===== src/rtl/esa_pkg.sv =====
package esa_pkg;

   localparam int SLOT_COUNT_DEF = 256;
   localparam int PAGE_SLOTS_DEF = 16;

   localparam int ID_W       = 32;
   localparam int SLOT_IDX_W = 8;
   localparam int STATUS_W   = 2;

   localparam logic [ID_W-1:0] ID_LAST = 32'hFFFF_FFFE;

   localparam logic KIND_CREATE  = 1'b0;
   localparam logic KIND_DESTROY = 1'b1;

   typedef enum logic [STATUS_W-1:0] {
      STATUS_OK      = 2'd0,
      STATUS_FULL    = 2'd1,
      STATUS_UNKNOWN = 2'd2
   } status_type;

   typedef enum logic [2:0] {
      ST_IDLE,
      ST_SCAN,
      ST_PAGE,
      ST_POP,
      ST_BIND,
      ST_RESULT
   } state_type;

endpackage


===== src/rtl/esa_match.sv =====
// Compare stage of the owner scan: checks the slot whose read was issued in the cycle before.
module esa_match #(
   parameter int SLOT_COUNT = esa_pkg::SLOT_COUNT_DEF,
   localparam int LINK_W = $clog2(SLOT_COUNT + 1)
) (
   input  logic                     clock,
   input  logic                     reset,
   input  logic                     issue,
   input  logic [LINK_W-1:0]        issue_idx,
   input  logic [esa_pkg::ID_W-1:0] key,
   input  logic                     used_bit,
   input  logic [esa_pkg::ID_W-1:0] owner_id,
   output logic                     hit,
   output logic [LINK_W-1:0]        hit_idx
);

   logic              chk_vld_ff;
   logic              chk_vld_in;
   logic [LINK_W-1:0] chk_idx_ff;
   logic [LINK_W-1:0] chk_idx_in;

   assign chk_vld_in = issue;
   assign chk_idx_in = issue_idx;

   always_ff @(posedge clock) begin
      if (reset) begin
         chk_vld_ff <= 1'b0;
      end else begin
         chk_vld_ff <= chk_vld_in;
      end
   end

   always_ff @(posedge clock) begin
      chk_idx_ff <= chk_idx_in;
   end

   assign hit     = chk_vld_ff && used_bit && (owner_id == key);
   assign hit_idx = chk_idx_ff;

endmodule


===== config.mk =====
export PLATFORM = sky130hd
export DESIGN_NAME = esa_match
export DESIGN_NICKNAME = d
export VERILOG_FILES = /design/src/rtl/esa_pkg.sv /design/src/rtl/esa_match.sv
export SDC_FILE = /design/constraint.sdc
export NUM_CORES = 1
export LEC_CHECK = 0
export BUFFER_PORTS_ARGS = -buffer_cell sky130_fd_sc_hd__buf_2
export CORE_MARGIN = 8
export CORE_UTILIZATION = 30
export DETAILED_ROUTE_END_ITERATION = 10
export PLACE_DENSITY = 0.82
export SLEW_MARGIN = 20
export SYNTH_ARGS = -nofsm -noshare
export SYNTH_HDL_FRONTEND = slang
export SYNTH_SLANG_ARGS = --single-unit

===== constraint.sdc =====
create_clock -name clock -period 2.7 [get_ports clock]
set_clock_uncertainty 0.1 [all_clocks]
set_input_delay 0.135 -clock clock [delete_from_list [all_inputs] [get_ports clock]]
set_output_delay 0.135 -clock clock [all_outputs]
set_load 0.02 [all_outputs]

# After elaboration in Yosys (flattened, before gate mapping)
# Index checks and enable logic that the tools add are counted.
# word_totals
register_bits	10
input_bits	77
output_inout_bits	10
word_cells	5
# op_classes
eq_ne	1
n_reduce_logical	2
# op_table
cell	n
== test 32 bit	1
logical AND 1 bit	2

# Longest topological paths before layout
# depth
depth_word	2
ltp_mapped	4
ltp_nobuf	4

# Worst setup path after synthesis
# No wires, ideal clock.
# synth_path
path_kind	input-to-output
from	input key[7] (netlist name)
to	output hit
arrival_time_ns	1.176
required_time_ns	2.465
slack_ns	1.289
cell_stages	4
path_buffers	0
cell_sequence	xnor2_1 > nand4_1 > or4_1 > nor3_2
# synth_via
elab_chain_cells	2
# synth_lines
item	line	rtl
start: declaration	esa_match.sv:10	input logic [esa_pkg::ID_W-1:0] key,
== test 32 bit	esa_match.sv:37	assign hit = chk_vld_ff && used_bit && (owner_id == key);
logical AND 1 bit	esa_match.sv:37	
end: declaration	esa_match.sv:13	output logic hit,
# Every way passes these cells.

# Worst setup path after layout
# layout_path
from	register chk_vld_ff
to	output hit
# layout_via
elab_chain_cells	2
# layout_lines
item	line	rtl
start: declaration	esa_match.sv:17	logic chk_vld_ff;
start signal: assignment	esa_match.sv:29	chk_vld_ff <= chk_vld_in;
logical AND 1 bit (2 in series)	esa_match.sv:37	
# Every way passes these cells.

==> impl_metrics.py <==
metrics = {
    "synthesis": {
        "syn_area_um2": 564,
        "yosys_warnings": 0,
        "synth.avg_cell_area_um2": 10.3,
        "netlist_top_cells_count": "xnor2_1 (16), xor2_1 (16), dfxtp_1 (10)",
        "synth-seq-area-share_pct": 35.5,
        "synth_nets": 132,
        "async_flop_share_pct": 0,
        "synth_top_cell_by_area": "dfxtp_1",
        "ys_seq_elements": 10,
        "yosysTopAreaCellShare_pct": 35.5,
        "synth.distinct_cells": 9,
        "synthCells": 55,
        "synth.area.top_cells": "dfxtp_1 (35%), xnor2_1 (25%), xor2_1 (25%)",
        "synth_flop_cell": "dfxtp_1",
        "synth_edf_count": 0,
    },
    "timing": {
        "min_period_over_period_pct": 62.6,
        "rsz0062_at_grt": "no",
        "fin_crit_ns": 1.69,
        "maxSlewViolCount": 0,
        "timing.final.ws_setup_ns": 1.01,
        "worst_pin_slew_ns": 0.280,
        "finalHoldViolations": 0,
        "setup_viol": 0,
        "fmax_ghz": 0.591,
        "timing.max_slew.rel_slack_pct": 81.2,
        "fin_setup_tns_ns": 0,
    },
    "drt": {
        "dr.first_iter.drc_count": 24,
        "routedWlPerCell_um": 14.8,
        "ant_nets": 0,
        "viasPerCell": 4.39,
        "drc": 0,
        "first_pass_iters": 4,
        "routed_wirelength_mm": 2.67,
        "num_vias": 795,
    },
    "setup_path": {
        "critPathBufInv": 1,
        "critical_path_class": "flop to output pin",
        "worst-path-max-fanout": 1,
        "crit_family": "simple AND/OR/NAND/NOR gates",
        "start_kind": "flop",
        "crit_arrival_ns": 1.46,
        "path_cells": "nand3_1 -> or4_1 -> nor3_2 -> buf_2",
        "crit_slowest_cell": "or4_1",
        "cp.required_ns": 2.47,
        "crit_path_max_incr_delay_ns": 0.53,
        "end_kind": "output pin",
    },
    "cts": {
        "htreeDepth": 1,
        "cts_tree": "yes",
        "cts-root-buf": "clkbuf_4",
        "clk_pin_slew_ns": 0.06,
        "clock-sinks": 10,
        "clk_path_buf_depth": 2,
        "cts-buffers-inserted": 3,
    },
    "pwr": {
        "p_comb_share_pct": 31.9,
        "p_sw_w": 0.000105,
        "p_int_w": 0.000319,
        "power_w": 0.000425,
        "p_per_area_nw_per_um2": 362,
        "sw_frac_of_total_pct": 24.8,
        "seq_power_share_pct": 37.1,
        "vdd_ir_drop_max_mv": 0.317,
        "power_frac_clock_pct": 31.0,
        "p_leak_nw": 0.602,
    },
    "floorplan": {
        "die_area_um2": 3520,
        "start_util_pct": 32.3,
        "die_h_um": 59.4,
        "io_pins": 87,
        "core_area_um2": 1750,
        "num_rows": 15,
        "fp.dieW_um": 59.4,
    },
    "flow_run": {
        "maxCapViolCount": 0,
    },
    "cells_and_area": {
        "antenna_cells": 0,
        "fin_nets": 234,
        "stdcell_count": 181,
        "area_delta_synth_final_pct": 108,
        "drive_above_1_share_pct": 58.3,
        "nFillCells": 147,
    },
    "global_routing": {
        "grt_start_max_net_pins": 7,
        "antenna_found_initial": 0,
        "grt_overflow_total": 0,
        "grtUsageTotal_pct": 14.8,
        "grt_pass1_vias": 836,
        "grt_pass1_wl_mm": 3.90,
    },
    "placement": {
        "io_buffer_count": 86,
        "dp_cells": 166,
        "hpwlAfterDp_mm": 2.17,
        "pre_cts_slack_ns": 1.13,
        "gp_congestion": 0.757,
    },
    "min_path": {
        "hold_path_class": "input port to flop",
        "min_path_cells": 2,
        "worstHoldStart": "issue_idx[7]",
        "min_to": "hit_idx[7]$_DFF_P_",
    },
    "outcome": {
        "outcome": "finished clean",
    },
}
## logic make-up (layout without fill, tap and decap cells)
kind of cell | count (synthesis) | count (layout) | synth area share [%]
DFF | 10 | 10 | 35.5
xor gates and xnor gates | 32 | 32 | 49.7
buffers and inverters | 0 | 101 | 0
and+or+nand+nor | 13 | 13 | 14.9
## through the flow
| step | utilization, % | hold slack [ns] | area, um2 |
|---|---|---|---|
| floorplan | - | 0.0627 | 564 |
| global placement | 58.8 | 0.138 | 1030 |
| detailed placement | 58.8 | 0.139 | 1030 |
| CTS | 67.2 | 0.393 | 1170 |
| global route | 67.2 | 0.399 | 1170 |
| finish | 67.2 | 0.399 | 1170 |
## worst max-delay path by stage
stage	to	slack, ns	start	depth (start not counted)
floorplan	hit	1.29	key[7]	4
global placement	hit	1.15	key[7]	6
detailed placement	hit	1.13	key[7]	6
CTS	hit	0.99	chk_vld_ff$_SDFF_PP0_	4
global route	hit	0.90	chk_vld_ff$_SDFF_PP0_	4
finish	hit	1.01	chk_vld_ff$_SDFF_PP0_	4
## registers in the layout (all words and copies together), names as in the netlist
register and flops:
chk_vld_ff 1, hit_idx 9
## cell type report
type	instances	area (um2)	area share [%]
clock buffers	4	36.3	3.09
multi-input cells	45	364	31.1
flip-flops and latches	10	200	17.1
well taps	25	31.3	2.67
repair buffers	97	541	46.1
## cell usage in the layout, fill, tap and decap left out, drive strengths merged, types with 2 or more instances in the layout
| cell type | n |
|---|---|
| nor4 | 4 |
| xnor2 | 16 |
| nand4 | 4 |
| dlygate4sd3 | 11 |
| clkbuf | 4 |
| xor2 | 16 |
| nand3 | 2 |
| buf | 86 |
| dfxtp | 10 |
## metal layers
layer  part of all wire (%)  wire length [um]  track usage, %  vias to the layer above
li1                       -                 -               -                      388
met1                     32               868            12.6                      336
met2                     49              1320            26.7                       65
met3                     17               444            8.68                        6
met4                    1.6                42            7.17                        0
met5                      0                 0               0                        -
## repair_timing
action,CTS,global route
endpoints found under the hold margin,10,0
gates resized for setup,0,0
hold buffers,11,0
setup buffers,0,0
## power by group through the flow
| stage | logic [W] | clock network [W] | registers, W |
|---|---|---|---|
| floorplan | 0.0000404 | 0 | 0.000170 |
| global placement | 0.000119 | 0 | 0.000160 |
| detailed placement | 0.000123 | 0 | 0.000161 |
| CTS | 0.000135 | 0.000135 | 0.000158 |
| global route | 0.000146 | 0.000147 | 0.000158 |
| finish | 0.000135 | 0.000132 | 0.000158 |
(Power assumes the default switching activity.)
